`config.mk`:
```
export PLATFORM = sky130hd
export DESIGN_NAME = qhs_coef_gen
export DESIGN_NICKNAME = d
export VERILOG_FILES = /design/src/qhs_pkg.sv /design/src/qhs_coef_gen.sv
export SDC_FILE = /design/constraint.sdc
export NUM_CORES = 2
export LEC_CHECK = 0
export BUFFER_PORTS_ARGS = -buffer_cell sky130_fd_sc_hd__buf_2
export CORE_ASPECT_RATIO = 1.1
export CORE_MARGIN = 2
export CORE_UTILIZATION = 45
export DETAILED_ROUTE_END_ITERATION = 8
export PLACE_DENSITY = 0.73
export SYNTH_ARGS = -nofsm -noshare
export SYNTH_HDL_FRONTEND = slang
export SYNTH_SLANG_ARGS = --single-unit
```
`constraint.sdc`:
```
create_clock -name clock -period 10.15 [get_ports clock]
set_input_delay 2.5375 -clock clock [delete_from_list [all_inputs] [get_ports clock]]
set_output_delay 2.5375 -clock clock [all_outputs]
set_load 0.01 [all_outputs]
```
`src/qhs_pkg.sv`:
```
// ----------------------------------------------------------------------------
// qhs_pkg
// Shared types and constants of the quintic Hermite spline evaluator.
// ----------------------------------------------------------------------------
`default_nettype none

package qhs_pkg;

   localparam int DATA_W         = 32;
   localparam int CMD_W          = 2;
   localparam int T_PORT_W       = 17;
   localparam int ACC_W          = 64;
   localparam int HALF_W         = ACC_W / 2;
   localparam int HORNER_STEPS   = 5;
   localparam int SUM_W          = 41;
   localparam int FRAC_BITS_DEF  = 16;
   localparam int COEF_WIDTH_DEF = 40;

   localparam logic [CMD_W-1:0] CMD_LOAD_X = 2'd0;
   localparam logic [CMD_W-1:0] CMD_LOAD_Y = 2'd1;
   localparam logic [CMD_W-1:0] CMD_EVAL   = 2'd2;

   localparam logic [ACC_W:0] ACC_POS_MAX = (ACC_W+1)'({1'b0, {(ACC_W-1){1'b1}}});
   localparam logic [ACC_W:0] ACC_NEG_MAX = (ACC_W+1)'(1) << (ACC_W - 1);

   localparam logic [DATA_W-1:0] OUT_POS_MAG = {1'b0, {(DATA_W-1){1'b1}}};
   localparam logic [DATA_W-1:0] OUT_NEG_MAG = {1'b1, {(DATA_W-1){1'b0}}};

   typedef enum logic [1:0] {
      KIND_LOAD_X,
      KIND_LOAD_Y,
      KIND_EVAL
   } kind_type;

   typedef struct packed {
      logic     valid;
      kind_type kind;
      logic     ovf;
   } ctl_type;

endpackage

`default_nettype wire

```
`src/qhs_coef_gen.sv`:
```
// ----------------------------------------------------------------------------
// qhs_coef_gen
// Head of the chain: weights the endpoint data into the six coefficients,
// saturates them, turns them to sign and magnitude, and holds the leading
// coefficient of each axis as the starting accumulator of evaluate items.
// ----------------------------------------------------------------------------
`default_nettype none

module qhs_coef_gen #(
   parameter int FRAC_BITS  = qhs_pkg::FRAC_BITS_DEF,
   parameter int COEF_WIDTH = qhs_pkg::COEF_WIDTH_DEF
) (
   input  wire  logic                                     clock,
   input  wire  logic                                     reset,
   input  wire  logic                                     en,
   input  wire  logic                                     accept,
   input  wire  logic [qhs_pkg::CMD_W-1:0]                cmd,
   input  wire  logic signed [qhs_pkg::DATA_W-1:0]        pos_start,
   input  wire  logic signed [qhs_pkg::DATA_W-1:0]        pos_end,
   input  wire  logic signed [qhs_pkg::DATA_W-1:0]        slope_start,
   input  wire  logic signed [qhs_pkg::DATA_W-1:0]        slope_end,
   input  wire  logic signed [qhs_pkg::DATA_W-1:0]        accel_start,
   input  wire  logic signed [qhs_pkg::DATA_W-1:0]        accel_end,
   input  wire  logic [qhs_pkg::T_PORT_W-1:0]             param_t,
   output qhs_pkg::ctl_type                               dn_ctl,
   output logic [FRAC_BITS:0]                             dn_t,
   output logic                                           dn_x_sign,
   output logic [qhs_pkg::ACC_W-1:0]                      dn_x_mag,
   output logic                                           dn_y_sign,
   output logic [qhs_pkg::ACC_W-1:0]                      dn_y_mag,
   output logic [qhs_pkg::HORNER_STEPS-1:0][COEF_WIDTH:0] dn_bus
);

   localparam int TW    = FRAC_BITS + 1;
   localparam int CMPW  = (TW > qhs_pkg::T_PORT_W) ? TW : qhs_pkg::T_PORT_W;
   localparam int XW    = (qhs_pkg::SUM_W > COEF_WIDTH) ? qhs_pkg::SUM_W : COEF_WIDTH;
   localparam int NCOEF = qhs_pkg::HORNER_STEPS + 1;
   localparam int DW    = qhs_pkg::DATA_W + 1;

   localparam logic [CMPW-1:0] T_ONE = CMPW'(1) << FRAC_BITS;
   localparam logic signed [XW-1:0] C_MAX =
      XW'(signed'({1'b0, {(COEF_WIDTH-1){1'b1}}}));
   localparam logic signed [XW-1:0] C_MIN = ~C_MAX;

   function automatic logic [COEF_WIDTH-1:0] sat_coef(
      input logic signed [qhs_pkg::SUM_W-1:0] v);
      logic signed [XW-1:0] ve;
      ve = XW'(v);
      if (ve > C_MAX) begin
         ve = C_MAX;
      end else if (ve < C_MIN) begin
         ve = C_MIN;
      end
      return ve[COEF_WIDTH-1:0];
   endfunction

   function automatic logic [COEF_WIDTH:0] to_sm(input logic signed [COEF_WIDTH-1:0] v);
      logic [COEF_WIDTH-1:0] m;
      m = v[COEF_WIDTH-1] ? COEF_WIDTH'(-v) : COEF_WIDTH'(v);
      return {v[COEF_WIDTH-1], m};
   endfunction

   // stage 1: pre-sums
   qhs_pkg::ctl_type                   h1_ctl_ff, h1_ctl_in;
   logic [FRAC_BITS:0]                 h1_t_ff, h1_t_in;
   logic [CMPW-1:0]                    t_ext;
   logic signed [DW-1:0]               h1_d_ff, h1_sv_ff, h1_dw_ff;
   logic signed [qhs_pkg::DATA_W-1:0]  h1_p0_ff, h1_v0_ff, h1_v1_ff, h1_w0_ff, h1_w1_ff;

   // stage 2: weighted sums
   qhs_pkg::ctl_type                   h2_ctl_ff;
   logic [FRAC_BITS:0]                 h2_t_ff;
   logic signed [qhs_pkg::SUM_W-1:0]   h2_c_ff [NCOEF];
   logic signed [qhs_pkg::SUM_W-1:0]   h2_c_in [NCOEF];
   logic signed [qhs_pkg::SUM_W-1:0]   dd, ss, ww, v0e, v1e, w0e, w1e, p0e;

   // stage 3: saturated
   qhs_pkg::ctl_type                   h3_ctl_ff;
   logic [FRAC_BITS:0]                 h3_t_ff;
   logic [COEF_WIDTH-1:0]              h3_c_ff [NCOEF];

   // stage 4: sign and magnitude
   qhs_pkg::ctl_type                   h4_ctl_ff;
   logic [FRAC_BITS:0]                 h4_t_ff;
   logic                               h4_x_sign_ff, h4_y_sign_ff;
   logic [qhs_pkg::ACC_W-1:0]          h4_x_mag_ff, h4_y_mag_ff;
   logic [qhs_pkg::HORNER_STEPS-1:0][COEF_WIDTH:0] h4_bus_ff;
   logic [COEF_WIDTH:0]                a_x_ff, a_y_ff, a_sm;

   always_comb begin
      h1_ctl_in = '0;
      case (cmd)
         qhs_pkg::CMD_LOAD_X: begin
            h1_ctl_in.valid = accept;
            h1_ctl_in.kind  = qhs_pkg::KIND_LOAD_X;
         end
         qhs_pkg::CMD_LOAD_Y: begin
            h1_ctl_in.valid = accept;
            h1_ctl_in.kind  = qhs_pkg::KIND_LOAD_Y;
         end
         qhs_pkg::CMD_EVAL: begin
            h1_ctl_in.valid = accept;
            h1_ctl_in.kind  = qhs_pkg::KIND_EVAL;
         end
         default: begin
            h1_ctl_in.valid = 1'b0;
            h1_ctl_in.kind  = qhs_pkg::KIND_EVAL;
         end
      endcase
   end

   assign t_ext   = CMPW'(param_t);
   assign h1_t_in = (t_ext > T_ONE) ? TW'(T_ONE) : TW'(t_ext);

   assign dd  = qhs_pkg::SUM_W'(h1_d_ff);
   assign ss  = qhs_pkg::SUM_W'(h1_sv_ff);
   assign ww  = qhs_pkg::SUM_W'(h1_dw_ff);
   assign p0e = qhs_pkg::SUM_W'(h1_p0_ff);
   assign v0e = qhs_pkg::SUM_W'(h1_v0_ff);
   assign v1e = qhs_pkg::SUM_W'(h1_v1_ff);
   assign w0e = qhs_pkg::SUM_W'(h1_w0_ff);
   assign w1e = qhs_pkg::SUM_W'(h1_w1_ff);

   // twice the Hermite weights, d = p1 - p0
   always_comb begin
      h2_c_in[0] = dd * 12 - ss * 6 + ww;
      h2_c_in[1] = v0e * 16 + v1e * 14 + w0e * 3 - w1e * 2 - dd * 30;
      h2_c_in[2] = dd * 20 - v0e * 12 - v1e * 8 - w0e * 3 + w1e;
      h2_c_in[3] = w0e;
      h2_c_in[4] = v0e * 2;
      h2_c_in[5] = p0e * 2;
   end

   assign a_sm = to_sm(h3_c_ff[0]);

   always_ff @(posedge clock) begin
      if (reset) begin
         h1_ctl_ff <= '0;
         h2_ctl_ff <= '0;
         h3_ctl_ff <= '0;
         h4_ctl_ff <= '0;
         a_x_ff    <= '0;
         a_y_ff    <= '0;
      end else if (en) begin
         h1_ctl_ff <= h1_ctl_in;
         h2_ctl_ff <= h1_ctl_ff;
         h3_ctl_ff <= h2_ctl_ff;
         h4_ctl_ff <= h3_ctl_ff;
         if (h3_ctl_ff.valid && h3_ctl_ff.kind == qhs_pkg::KIND_LOAD_X) begin
            a_x_ff <= a_sm;
         end
         if (h3_ctl_ff.valid && h3_ctl_ff.kind == qhs_pkg::KIND_LOAD_Y) begin
            a_y_ff <= a_sm;
         end
      end
   end

   always_ff @(posedge clock) begin
      if (en) begin
         h1_t_ff  <= h1_t_in;
         h1_d_ff  <= DW'(pos_end) - DW'(pos_start);
         h1_sv_ff <= DW'(slope_start) + DW'(slope_end);
         h1_dw_ff <= DW'(accel_end) - DW'(accel_start);
         h1_p0_ff <= pos_start;
         h1_v0_ff <= slope_start;
         h1_v1_ff <= slope_end;
         h1_w0_ff <= accel_start;
         h1_w1_ff <= accel_end;
         h2_t_ff  <= h1_t_ff;
         h3_t_ff  <= h2_t_ff;
         h4_t_ff  <= h3_t_ff;
         for (int k = 0; k < NCOEF; k++) begin
            h2_c_ff[k] <= h2_c_in[k];
            h3_c_ff[k] <= sat_coef(h2_c_ff[k]);
         end
         for (int k = 0; k < qhs_pkg::HORNER_STEPS; k++) begin
            h4_bus_ff[k] <= to_sm(h3_c_ff[k+1]);
         end
         h4_x_sign_ff <= a_x_ff[COEF_WIDTH];
         h4_x_mag_ff  <= qhs_pkg::ACC_W'(a_x_ff[COEF_WIDTH-1:0]);
         h4_y_sign_ff <= a_y_ff[COEF_WIDTH];
         h4_y_mag_ff  <= qhs_pkg::ACC_W'(a_y_ff[COEF_WIDTH-1:0]);
      end
   end

   assign dn_ctl    = h4_ctl_ff;
   assign dn_t      = h4_t_ff;
   assign dn_x_sign = h4_x_sign_ff;
   assign dn_x_mag  = h4_x_mag_ff;
   assign dn_y_sign = h4_y_sign_ff;
   assign dn_y_mag  = h4_y_mag_ff;
   assign dn_bus    = h4_bus_ff;

endmodule

`default_nettype wire

```
==> results.toml <==
[yosys]
synthXorXnorAreaFrac = 0.0685
yosys.area_share.adder = 0.208
synthFlopType = "edfxtp_1"
syn_area_um2 = 73700
avgSynthCellArea_um2 = 11.2
synthDistinctLibCells = 82
synth_edf_count = 1045
async_flop_share = 0
synthCells = 6573
yosys_warnings = 0
muxShareOfSynthArea = 0.00265
synth-simple-area-share = 0.0874
synth_seq_area_share = 0.451
synth_top_family_by_area = "adder cells"
synth_seq_cells = 1139
synth-compound-area-share = 0.129

[clocking]
cts_buffer_depth = 3
cts_max_level = 3
clk_pin_slew_worst_paths_ps = 70
postCtsResizedCells = 0
clock_sinks = 1139
cts_made_buffers = 118
root_buffer = "clkbuf_16"
clk_latency_ps = 780
cts_tree = "yes"
post-cts-setup-buffer-count = 0
hold_buffers = 0

[finish]
syn_to_final_growth_pct = 12.1
fillCellCount = 14233
finalNonFillerCells = 9344
seq_area_um2 = 33300
drive_above_1_share = 0.111
fin_area_um2 = 82600
multiInputGateArea_um2 = 36800
nets = 8317

[floorplanning]
initial_utilization = 0.453
io_pins = 571
die_y_um = 428
core_um2 = 163000
die_area_um2 = 167000
die_width_um = 390
std_cell_rows = 155

[run]
max_cap_viol_count = 0

[run_status]
status = "completed"

[timing]
final-setup-viol-count = 0
fin_tns_setup_ps = 0
tightest_slew_ps = 1240
finalMaxSlewViolations = 0
grt_setup_unrepaired = "no"
hold_violations = 0
max_slew_margin = 0.174
fin_skew_ps = 76.3
max_freq_ghz = 0.109
min_period_over_period = 0.905
fin_crit_ps = 9180

[min_path]
hold_path_depth = 0
worstHoldPathType = "flop to flop"

[route]
avgRoutedWirePerCell_um = 22.3
vias_per_cell = 5.56
wl_mm = 209
postRouteAntennaNets = 0
first_pass_iters = 6
drt_iter0_drc = 3998
vias = 51998
drc = 0

[global_route]
antenna_found_initial = 75
grt-ovfl-total = 0
grt_pass1_wl_mm = 309
busiest_layer = "met2"
grt_pass1_vias = 50939
grt_util_met1 = 0.330
use_met2 = 0.399
track_usage = 0.247
met3_usage = 0.0415
grt_max_degree = 182

[critical_path]
required_ps = 10610
worstPathArrival_ps = 9640
cpMaxStageDelayCell = "fa_1"
crit_type = "flop to flop"
start_kind = "flop"
cp_max_fo = 6
crit_path_frequent_cell = "ha_1"
crit_family = "compound AO/OA/AOI/OAI gates"
reg2reg_depth = 29
endpoint_kind = "flop"
critical_path.max_stage_delay_ps = 560
path_buf_inv = 2
cp.depth = 29

[placement]
gp_congestion = 0.990
dpl_cell_area_um2 = 78500
port_buffers = 519
dp.cells = 9086
hpwl_mm = 171
==> worst paths after layout <==
kind                            start                       end  slack [ps]
max              h1_d_ff[0]$_DFFE_PP_  h2_c_ff[1][39]$_DFFE_PP_         970
min          h2_c_ff[4][22]$_DFFE_PP_  h3_c_ff[4][22]$_DFFE_PP_         380
max reg2reg      h1_d_ff[0]$_DFFE_PP_  h2_c_ff[1][39]$_DFFE_PP_         970
min reg2reg  h2_c_ff[4][22]$_DFFE_PP_  h3_c_ff[4][22]$_DFFE_PP_         380
==> cell type report <==
cell class | count | area share
diodes | 36 | 0.00109
clock buffers | 147 | 0.0391
clock inverters | 75 | 0.00991
inverters | 769 | 0.0349
multi-input cells | 4508 | 0.445
flip-flops and latches | 1139 | 0.403
well taps | 2119 | 0.0321
repair buffers | 551 | 0.0351
==> logic make-up after synthesis <==
group                    after synthesis
AO/OA/AOI/OAI                       1475
AND/OR/NAND/NOR                     1369
flip-flops                          1139
adder cells (fa/ha/maj)             1015
buffers and inverters                979
XOR/XNOR                             576
multiplexers                          19
other                                  1
==> sequential cells by signal (all words and copies together) (netlist names), 32 cells and up <==
name / cells
dn_x_mag: 40
h2_c_ff: 217
h1_v0_ff: 32
h1_dw_ff: 33
a_x_ff: 41
h1_sv_ff: 33
h1_w0_ff: 32
h1_v1_ff: 32
h1_w1_ff: 32
h1_d_ff: 33
h1_p0_ff: 32
dn_bus: 203
dn_y_mag: 40
h3_c_ff: 216
a_y_ff: 41
==> Yosys cell counts, drive strengths merged (33+ instances only) <==
cell    instances  area (um^2)
ha            663         8300
a211oi         99          743
nor2b          62          388
inv           769         2890
nor4           36          246
and3           33          206
nand4          34          213
edfxtp       1045        31400
a21oi         379         1900
fa            352         7050
o21bai         38          285
clkbuf        146          548
a21o          186         1400
xor2          164         1440
o21ai         336         1680
o21a           76          571
xnor2         412         3610
buf            64          434
o31ai          86          659
nand2         405         1520
nor2          425         1600
o41ai          35          307
nand2b         76          475
dfxtp          94         1880
nor3           66          330
nand3          82          410
or3            49          317
a31oi          36          225
==> layer usage <==
| metal | wire [um] | part of all wire |
|---|---|---|
| met4 | 8880 | 0.043 |
| met3 | 16200 | 0.078 |
| met2 | 95900 | 0.46 |
| met1 | 87500 | 0.42 |
| met5 | 307 | 0.0015 |
==> metrics by stage <==
stage | utilization | setup WS, ps | hold slack [ps]
after floorplan | - | 2390 | 400
after global placement | 0.483 | 1500 | 401
after detailed placement | 0.483 | 1190 | 405
after CTS | 0.508 | 1140 | 372
after global routing | 0.508 | 573 | 385
final | 0.508 | 967 | 380
==> cells in the final DEF, fill, tap and decap left out, types with 186 or more instances in the layout <==
| master | count |
|---|---|
| nand2_1 | 405 |
| buf_2 | 518 |
| xnor2_1 | 412 |
| ha_1 | 663 |
| fa_1 | 352 |
| a21oi_1 | 379 |
| inv_1 | 769 |
| a21o_1 | 186 |
| nor2_1 | 425 |
| o21ai_0 | 332 |
| edfxtp_1 | 1045 |
==> worst reg2reg max path: cells and delay by family, from the launching register on <==
kind                     cells  cell delay, ps
AND/OR/NAND/NOR              1             160
AO/OA/AOI/OAI               15            3940
XOR/XNOR                     3             880
flip-flops                   1             530
buffers and inverters        2             130
adder cells (fa/ha/maj)      8            3270
Power is not shown: default switching activity piles up to over one toggle a cycle in this logic, so the estimate is an artifact.
