--- config.mk ---
export PLATFORM = sky130hd
export DESIGN_NAME = qhs_round_sat
export DESIGN_NICKNAME = d
export VERILOG_FILES = /design/src/qhs_pkg.sv /design/src/qhs_round_sat.sv
export SDC_FILE = /design/constraint.sdc
export NUM_CORES = 1
export LEC_CHECK = 0
export ABC_AREA = 0
export BUFFER_PORTS_ARGS = -buffer_cell sky130_fd_sc_hd__buf_2
export CORE_MARGIN = 5
export CORE_UTILIZATION = 53
export CTS_CLUSTER_SIZE = 8
export DETAILED_ROUTE_END_ITERATION = 10
export GPL_TIMING_DRIVEN = 1
export PLACE_DENSITY = 0.91
export SLEW_MARGIN = 20
export SYNTH_ARGS = -nofsm -noshare
export SYNTH_HDL_FRONTEND = slang
export SYNTH_SLANG_ARGS = --single-unit
--- constraint.sdc ---
create_clock -name clock -period 3.51 [get_ports clock]
set_input_delay 0.351 -clock clock [delete_from_list [all_inputs] [get_ports clock]]
set_output_delay 0.351 -clock clock [all_outputs]
set_load 0.005 [all_outputs]
--- src/qhs_pkg.sv ---
// ----------------------------------------------------------------------------
// qhs_pkg
// Shared types and constants of the quintic Hermite spline evaluator.
// ----------------------------------------------------------------------------
`default_nettype none

package qhs_pkg;

   localparam int DATA_W         = 32;
   localparam int CMD_W          = 2;
   localparam int T_PORT_W       = 17;
   localparam int ACC_W          = 64;
   localparam int HALF_W         = ACC_W / 2;
   localparam int HORNER_STEPS   = 5;
   localparam int SUM_W          = 41;
   localparam int FRAC_BITS_DEF  = 16;
   localparam int COEF_WIDTH_DEF = 40;

   localparam logic [CMD_W-1:0] CMD_LOAD_X = 2'd0;
   localparam logic [CMD_W-1:0] CMD_LOAD_Y = 2'd1;
   localparam logic [CMD_W-1:0] CMD_EVAL   = 2'd2;

   localparam logic [ACC_W:0] ACC_POS_MAX = (ACC_W+1)'({1'b0, {(ACC_W-1){1'b1}}});
   localparam logic [ACC_W:0] ACC_NEG_MAX = (ACC_W+1)'(1) << (ACC_W - 1);

   localparam logic [DATA_W-1:0] OUT_POS_MAG = {1'b0, {(DATA_W-1){1'b1}}};
   localparam logic [DATA_W-1:0] OUT_NEG_MAG = {1'b1, {(DATA_W-1){1'b0}}};

   typedef enum logic [1:0] {
      KIND_LOAD_X,
      KIND_LOAD_Y,
      KIND_EVAL
   } kind_type;

   typedef struct packed {
      logic     valid;
      kind_type kind;
      logic     ovf;
   } ctl_type;

endpackage

`default_nettype wire

--- src/qhs_round_sat.sv ---
// ----------------------------------------------------------------------------
// qhs_round_sat
// Drops the extra fraction bit, rounding half away from zero, and
// saturates each coordinate to 32 bits.
// ----------------------------------------------------------------------------
`default_nettype none

module qhs_round_sat (
   input  wire  logic                          clock,
   input  wire  logic                          reset,
   input  wire  logic                          en,
   input  wire  qhs_pkg::ctl_type              up_ctl,
   input  wire  logic                          up_x_sign,
   input  wire  logic [qhs_pkg::ACC_W-1:0]     up_x_mag,
   input  wire  logic                          up_y_sign,
   input  wire  logic [qhs_pkg::ACC_W-1:0]     up_y_mag,
   output qhs_pkg::ctl_type                    dn_ctl,
   output logic                                dn_x_sign,
   output logic [qhs_pkg::DATA_W-1:0]          dn_x_mag,
   output logic                                dn_y_sign,
   output logic [qhs_pkg::DATA_W-1:0]          dn_y_mag
);

   localparam int AW = qhs_pkg::ACC_W;
   localparam int OW = qhs_pkg::DATA_W;

   // returns {saturated, magnitude}
   function automatic logic [OW:0] round_sat(input logic sign, input logic [AW-1:0] mag);
      logic [AW:0]   sum;
      logic [AW-1:0] r;
      sum = {1'b0, mag} + (AW+1)'(1);
      r   = sum[AW:1];
      if (sign && r > AW'(qhs_pkg::OUT_NEG_MAG)) begin
         return {1'b1, qhs_pkg::OUT_NEG_MAG};
      end
      if (!sign && r > AW'(qhs_pkg::OUT_POS_MAG)) begin
         return {1'b1, qhs_pkg::OUT_POS_MAG};
      end
      return {1'b0, r[OW-1:0]};
   endfunction

   qhs_pkg::ctl_type  r_ctl_ff, r_ctl_in;
   logic              r_x_sign_ff, r_y_sign_ff;
   logic [OW-1:0]     r_x_mag_ff, r_y_mag_ff;
   logic [OW:0]       rx, ry;

   assign rx = round_sat(up_x_sign, up_x_mag);
   assign ry = round_sat(up_y_sign, up_y_mag);

   always_comb begin
      r_ctl_in     = up_ctl;
      r_ctl_in.ovf = up_ctl.ovf | rx[OW] | ry[OW];
   end

   always_ff @(posedge clock) begin
      if (reset) begin
         r_ctl_ff <= '0;
      end else if (en) begin
         r_ctl_ff <= r_ctl_in;
      end
   end

   always_ff @(posedge clock) begin
      if (en) begin
         r_x_sign_ff <= up_x_sign;
         r_x_mag_ff  <= rx[OW-1:0];
         r_y_sign_ff <= up_y_sign;
         r_y_mag_ff  <= ry[OW-1:0];
      end
   end

   assign dn_ctl    = r_ctl_ff;
   assign dn_x_sign = r_x_sign_ff;
   assign dn_x_mag  = r_x_mag_ff;
   assign dn_y_sign = r_y_sign_ff;
   assign dn_y_mag  = r_y_mag_ff;

endmodule

`default_nettype wire

==> results of run 1 <==
-- cells in the mapped netlist (4+ instances only) --
cell,n
o31ai_1,7
edfxtp_1,66
xnor2_1,47
a2111oi_0,4
or4_1,10
nand4_1,56
a21oi_1,10
nand4_2,6
nor3_1,24
buf_4,6
o31a_1,11
a211o_1,4
nor3_2,4
nand2b_1,4
or2_2,6
nor4_1,29
nor4_4,4
clkbuf_1,10
inv_1,23
nor2_1,54
nor2b_1,4
mux2i_1,12
and4_1,16
a41oi_1,6
and2_1,15
nand3_1,53
and3_1,27
nand2_1,56
buf_2,7
o21ai_0,11
xor2_1,22
a211oi_1,4
a31o_2,5
buf_6,7
dfxtp_1,4
or3_1,7
a31oi_1,9
o211ai_1,6
a21oi_2,60
-- through the flow --
step           setup TNS [ns]  std cells  utilization  power [mW]  setup WS [ns]
6_report                    0       1193        0.684        2.50          0.295
3_5_place_dp          -0.0104       1177        0.661        1.61        -0.0104
4_1_cts                     0       1193        0.684        2.50          0.322
2_1_floorplan               0        781            -        1.30          0.451
3_3_place_gp                0       1177        0.661        1.59         0.0774
5_1_grt                     0       1193        0.684        2.59        0.00689
-- metal layers --
layer  wire, um  share of wire  up-vias
met3       2350           0.10       96
met1       9140           0.39     3602
met4       1050          0.045        2
li1           -              -     3543
met5         17        0.00073        -
met2      10800           0.46      456
-- cells by family after synthesis --
family | Yosys count | share of synthesized area
simple gates | 400 | 0.350
compound gates | 169 | 0.194
flops | 70 | 0.299
xor+xnor | 69 | 0.0877
buf+inv | 56 | 0.0430
mux | 15 | 0.0223
fa+ha+maj | 2 | 0.00363
-- final cells by class --
cell class / instances / share of cell area
clock buffer: 9 / 0.0260
tap: 172 / 0.0248
inverter: 23 / 0.00996
timing repair buffer: 257 / 0.169
multi-input combinational: 655 / 0.525
sequential: 70 / 0.238
clock inverter: 7 / 0.00750
-- flip-flops by register name (all words and copies together) (netlist names) --
name       count
dn_x_mag      32
dn_y_mag      32
dn_ctl         4
dn_x_sign      1
dn_y_sign      1
-- where the power goes --
group	switching, mW	internal, mW
Clock	0.357	0.545
Combinational	0.349	0.236
Sequential	0.0199	0.994
-- path summary, 6_finish.rpt --
| path | from | endpoint | cells past startpoint |
|---|---|---|---|
| max | up_x_mag[1] | dn_x_mag[13]$_SDFFCE_PP0P_ | 12 |
| min | reset | dn_ctl[2]$_SDFFE_PP0P_ | 2 |
| max reg2reg | dn_ctl[0]$_SDFFE_PP0P_ | dn_ctl[0]$_SDFFE_PP0P_ | 2 |
| min reg2reg | dn_ctl[2]$_SDFFE_PP0P_ | dn_ctl[2]$_SDFFE_PP0P_ | 2 |
==> out/metrics.yaml, run 1 <==
cp_data_arrival_time_ns: 3.41
post_cts_buffers: 0
clk_pin_slew_ns: 0.05
die_h_um: 124
grt_pass1_wl_um: 36400
cts_buffers: 9
synth_cell_types: 77
drc: 0
syn2layout_area_growth_pct: 25.8
holdWs_ns: 0.208
seq_area_um2: 2060
critPathSlowestCell: "or4_1"
cp_slowest_stage_delay_ns: 0.54
period_minus_slack_ns: 3.21
busiest_layer: "met2"
cp_top_family: "simple AND/OR/NAND/NOR gates"
synthesis.area_um2: 6890
synth_cells: 781
leakagePower_nw: 3.18
cts_tree: "done"
final_cell_mix: "206 x buf_2, 66 x edfxtp_1, 60 x a21oi_2, 56 x nand2_1, 56 x nand4_1"
status: "finished, final reports clean"
cts_hold_buf: 0
rrSetupSlack_ns: 2.76
first_pass_iters: 8
wl_um: 23400
worst_pin_slew_ns: 0.968
placed_cell_area_um2: 8380
grt_util_met3: 0.0658
fin_skew_ns: 0
critical_path.max_fanout: 30
maxSlewViolCount: 0
rows: 41
startpoint_type: "primary input"
syn-num-nets: 920
port_buffers: 206
critPathCaptureType: "register"
cp.required_ns: 3.70
synth_largest_area_cell: "edfxtp_1"
vias: 7699
grt_pass1_vias: 7192
antenna_found_initial: 1
die_area_um2: 15400
clock-sinks: 70
ys_warn_count: 0
dieWidth_um: 124
synth-seq-area-share: 0.299
nNetsFinal: 1155
postSynthAreaPerCell_um2: 8.82
postRouteAntennaNets: 0
n_antenna_cell: 0
clockBufferDepth: 2
use_met1: 0.385
final_common_cell: "buf_2"
crit_type: "in -> reg"
hold_class: "in -> reg"
setup_viol: 0
n_fill_cell: 1030
synth-edff-count: 66
path_cells: "buf_2 > ha_1 > nand4_1 > or4_1 > nor2_1 > nand3_1 > xnor2_1 > nor4_1 > a31oi_1 > o31a_2 > buf_12 > a21oi_2"
grt_max_degree: 44
vias_per_cell: 6.45
io_pins: 207
drv_cap: 0
clock_latency_ns: 0.34
cts-resized-gates: 0
synth-seq-cells: 70
cts_root_buffer: "clkbuf_16"
max_freq_mhz: 311
avgRoutedWirePerCell_um: 19.6
initial_core_util: 0.544
h-tree-depth: 3
synth_top_area_frac: 0.288
synth_area_leaders: "edfxtp_1 29%, a21oi_2 7.6%, xnor2_1 6.0%"
multi_input_area_um2: 4550
max_slew_margin: 0.354
fin_area_um2: 8670
gr-total-overflow: 0
grt_util_all_layers: 0.299
async_flop_share: 0
dp_hpwl_um: 18900
period_share: 0.916
ys.flop_type: "edfxtp_1"
drt_iter0_drc: 1040
gp_congestion: 0.976
grt_use_met2: 0.480
ir_drop_mv: 0.189
rsz0062_at_grt: "no"
power_density_nw_per_um2: 288
drive_gt1_frac: 0.364
coreArea_um2: 12700
path_buf_inv: 2
timing_hold_violations_final: 0
(Power assumes the default switching activity.)
==> inputs of run 2 (changes only) <==
--- a/config.mk
+++ b/config.mk
@@ -5,10 +5,10 @@
 export SDC_FILE = /design/constraint.sdc
 export NUM_CORES = 1
 export LEC_CHECK = 0
-export ABC_AREA = 0
+export ABC_AREA = 1
 export BUFFER_PORTS_ARGS = -buffer_cell sky130_fd_sc_hd__buf_2
 export CORE_MARGIN = 5
-export CORE_UTILIZATION = 53
+export CORE_UTILIZATION = 54
 export CTS_CLUSTER_SIZE = 8
 export DETAILED_ROUTE_END_ITERATION = 10
 export GPL_TIMING_DRIVEN = 1
==> run 2 against run 1 <==
Net effect:
- first-iteration DRC count grew 22%
- core utilization down 2.5 points
- power rose by 0.63%
- non-clock buffer count fell by 43
- largest cell class unchanged
- highest routed layer unchanged
==> out/metrics.yaml, run 2 <==
status: "finished, final reports clean"
synth_cells: 1294  # +66%
avgRoutedWirePerCell_um: 17.2  # -12%
wl_um: 29100  # +25%
grt_max_degree: 43  # -2.3%
fin_skew_ns: 0  # unchanged
rsz0062_at_grt: "no"
ys_warn_count: 0  # unchanged
worst_pin_slew_ns: 0.910  # -0.0585 ns
coreArea_um2: 13800  # +8.7%
synthesis.area_um2: 7540  # +9.4%
synth-seq-cells: 70  # unchanged
grt_pass1_wl_um: 43800  # +21%
synthMuxAreaShare: 0  # -0.0223
postRouteAntennaNets: 0  # unchanged
die_area_um2: 16400  # +6.8%
clk_pin_slew_ns: 0.05  # about the same
cts_hold_buf: 0  # unchanged
syn2layout_area_growth_pct: 20.4
grt_util_all_layers: 0.343  # +0.0441
cp_data_arrival_time_ns: 3.20  # -0.21 ns
max_freq_mhz: 322  # +3.4%
drt_iter0_drc: 1272  # +22%
first_pass_iters: 6  # -2
drive_gt1_frac: 0.186  # -0.179
postSynthAreaPerCell_um2: 5.83  # -34%
hold_class: "in -> reg"
clockBufferDepth: 2  # unchanged
maxSlewViolCount: 0  # unchanged
rows: 43  # +4.9%
critPathCaptureType: "register"
synth_common_cells: "490 x nand2_1, 279 x nor2_1, 154 x inv_1, 66 x edfxtp_1, 63 x nand3_1"
vias_per_cell: 5.46  # -15%
drc: 0  # unchanged
synth-seq-area-share: 0.273  # -0.0258
final_common_cell: "nand2_1"
wl_met3_um: 3110  # +32%
max_slew_margin: 0.393  # +0.0390
gr-total-overflow: 0  # unchanged
critical_path.max_fanout: 25  # -17%
met1Wirelength_um: 12100  # +32%
n_antenna_cell: 0  # unchanged
synth-edff-count: 66  # unchanged
clock-sinks: 70  # unchanged
clock_latency_ns: 0.34  # about the same
startpoint_type: "primary input"
syn-num-nets: 1433  # +56%
cts_root_buffer: "clkbuf_16"
power_density_nw_per_um2: 277  # -3.9%
synth.most_common_cell: "nand2_1"
cts_tree: "done"
cts_buffers: 9  # unchanged
synth_largest_area_cell: "edfxtp_1"
h-tree-depth: 3  # unchanged
n_fill_cell: 1314  # +28%
die_h_um: 128  # +3.3%
synth_top_area_frac: 0.263  # -0.0248
ys.flop_type: "edfxtp_1"
dp_hpwl_um: 24400  # +29%
crit_end: "dn_y_mag[17]$_SDFFCE_PP0P_"
timing_hold_violations_final: 0  # unchanged
stdcell_count: 1694  # +42%
r2r_end: "dn_ctl[2]$_SDFFE_PP0P_"
top_layer_used: "met5"
setup_viol: 0  # unchanged
cp.required_ns: 3.60  # -0.10 ns
port_buffers: 206  # unchanged
nNetsFinal: 1648  # +43%
synth-simple-area-share: 0.516  # +0.167
synth-compound-area-share: 0.0382  # -0.156
period_minus_slack_ns: 3.11  # -0.106 ns
post_cts_buffers: 0  # unchanged
initial_core_util: 0.547  # +0.00363
crit_start: "up_y_mag[0]"
antenna_found_initial: 1  # unchanged
synth-adder-area-share: 0.00332  # -0.000313
async_flop_share: 0  # unchanged
dieWidth_um: 128  # +3.3%
final_cell_mix: "490 x nand2_1, 279 x nor2_1, 206 x buf_2, 154 x inv_1, 66 x edfxtp_1"
crit_type: "in -> reg"
dp.cells: 1678  # +43%
rrSetupSlack_ns: 2.77  # about the same
ir_drop_mv: 0.269  # +42%
worst_r2r_path_depth: 2  # unchanged
wl_met2_um: 13200  # +22%
synth-xor-area-share: 0.0778  # -0.00988
fin_tns_setup_ns: 0  # unchanged
gp_congestion: 1.06  # +8.3%
leakagePower_nw: 4.14  # +30%
cts-resized-gates: 0  # unchanged
rr_startpoint: "dn_ctl[2]$_SDFFE_PP0P_"
io_pins: 207  # unchanged
vias: 9249  # +20%
grt_pass1_vias: 8241  # +15%
drv_cap: 0  # unchanged
synth_area_leaders: "edfxtp_1 26%, nand2_1 24%, nor2_1 14%"
synth_cell_types: 32  # -58%
period_share: 0.886  # -0.0301
synth_top_family_by_area: "simple AND/OR/NAND/NOR gates"
-- run 2: cell types whose count changed after synthesis, sizes merged, moves of 15 or more --
cell   change
a21oi     -69
and3      -27
and4      -17
inv      +138
nand2    +447
nand4     -32
nor2     +251
nor3      -23
nor4      -33
o21ai     +28
xnor2     -15
-- run 2: worst min-delay path by stage --
stage | depth (start not counted) | slack [ns] | from | to
2_1_floorplan | 0 | 0.45 | up_x_sign | dn_x_sign$_DFFE_PP_
3_3_place_gp | 2 | 0.48 | dn_ctl[3]$_SDFFE_PP0P_ | dn_ctl[3]$_SDFFE_PP0P_
3_5_place_dp | 2 | 0.49 | dn_ctl[3]$_SDFFE_PP0P_ | dn_ctl[3]$_SDFFE_PP0P_
4_1_cts | 1 | 0.23 | up_y_sign | dn_y_sign$_DFFE_PP_
5_1_grt | 1 | 0.24 | up_y_sign | dn_y_sign$_DFFE_PP_
6_report | 1 | 0.24 | up_y_sign | dn_y_sign$_DFFE_PP_
-- run 2: logic make-up after synthesis --
| group | after synthesis |
|---|---|
| compound gates | 52 |
| fa+ha+maj | 2 |
| simple gates | 931 |
| flops | 70 |
| xor+xnor | 67 |
| buf+inv | 172 |
-- run 2: routing by layer --
metal / global-route usage / vias up
met3: 0.0533 / 75
met4: 0.100 / 2
met2: 0.554 / 620
li1: - / 4467
met5: 0 / -
met1: 0.477 / 4085
-- run 2: per-stage QoR --
stage / hold WS (ns) / utilization / cell area, um^2 / power, mW / setup slack (ns)
4_1_cts: 0.229 / 0.659 / 9080 / 2.51 / 0.528
3_3_place_gp: 0.475 / 0.637 / 8780 / 1.58 / 0.276
6_report: 0.238 / 0.659 / 9080 / 2.52 / 0.401
3_5_place_dp: 0.491 / 0.637 / 8780 / 1.60 / 0.162
5_1_grt: 0.236 / 0.659 / 9080 / 2.61 / 0.169
2_1_floorplan: 0.450 / - / 7540 / 1.29 / 1.08
-- run 2: layout make-up --
| type | count | area [um^2] | share of cell area |
|---|---|---|---|
| multi-input cells | 1052 | 4790 | 0.528 |
| clock buffers | 10 | 229 | 0.0252 |
| clock inverters | 6 | 70.1 | 0.00772 |
| flip-flops and latches | 70 | 2060 | 0.227 |
| repair buffers | 214 | 1090 | 0.120 |
| well taps | 180 | 225 | 0.0248 |
| inverters | 162 | 611 | 0.0673 |
-- run 2: critical path, stage by stage --
cell,delay [ns]
buf_2,0.12
ha_1,0.20
nand2_1,0.08
nor2_2,0.21
nand2_2,0.15
nor2_4,0.22
nand2_2,0.10
nor2_2,0.17
nor2_1,0.06
nor2_1,0.20
nand2_1,0.08
nor2_1,0.09
nand2_1,0.05
nor2_1,0.19
nand3_1,0.14
nand2_2,0.37
inv_2,0.16
o21ai_1,0.17
inv_1,0.06
-- run 2: where the power goes --
| group | switching (mW) | internal (mW) | leakage (nW) |
|---|---|---|---|
| sequential | 0.0226 | 0.995 | 0.676 |
| combinational | 0.375 | 0.207 | 3.32 |
| clock | 0.361 | 0.556 | 0.147 |
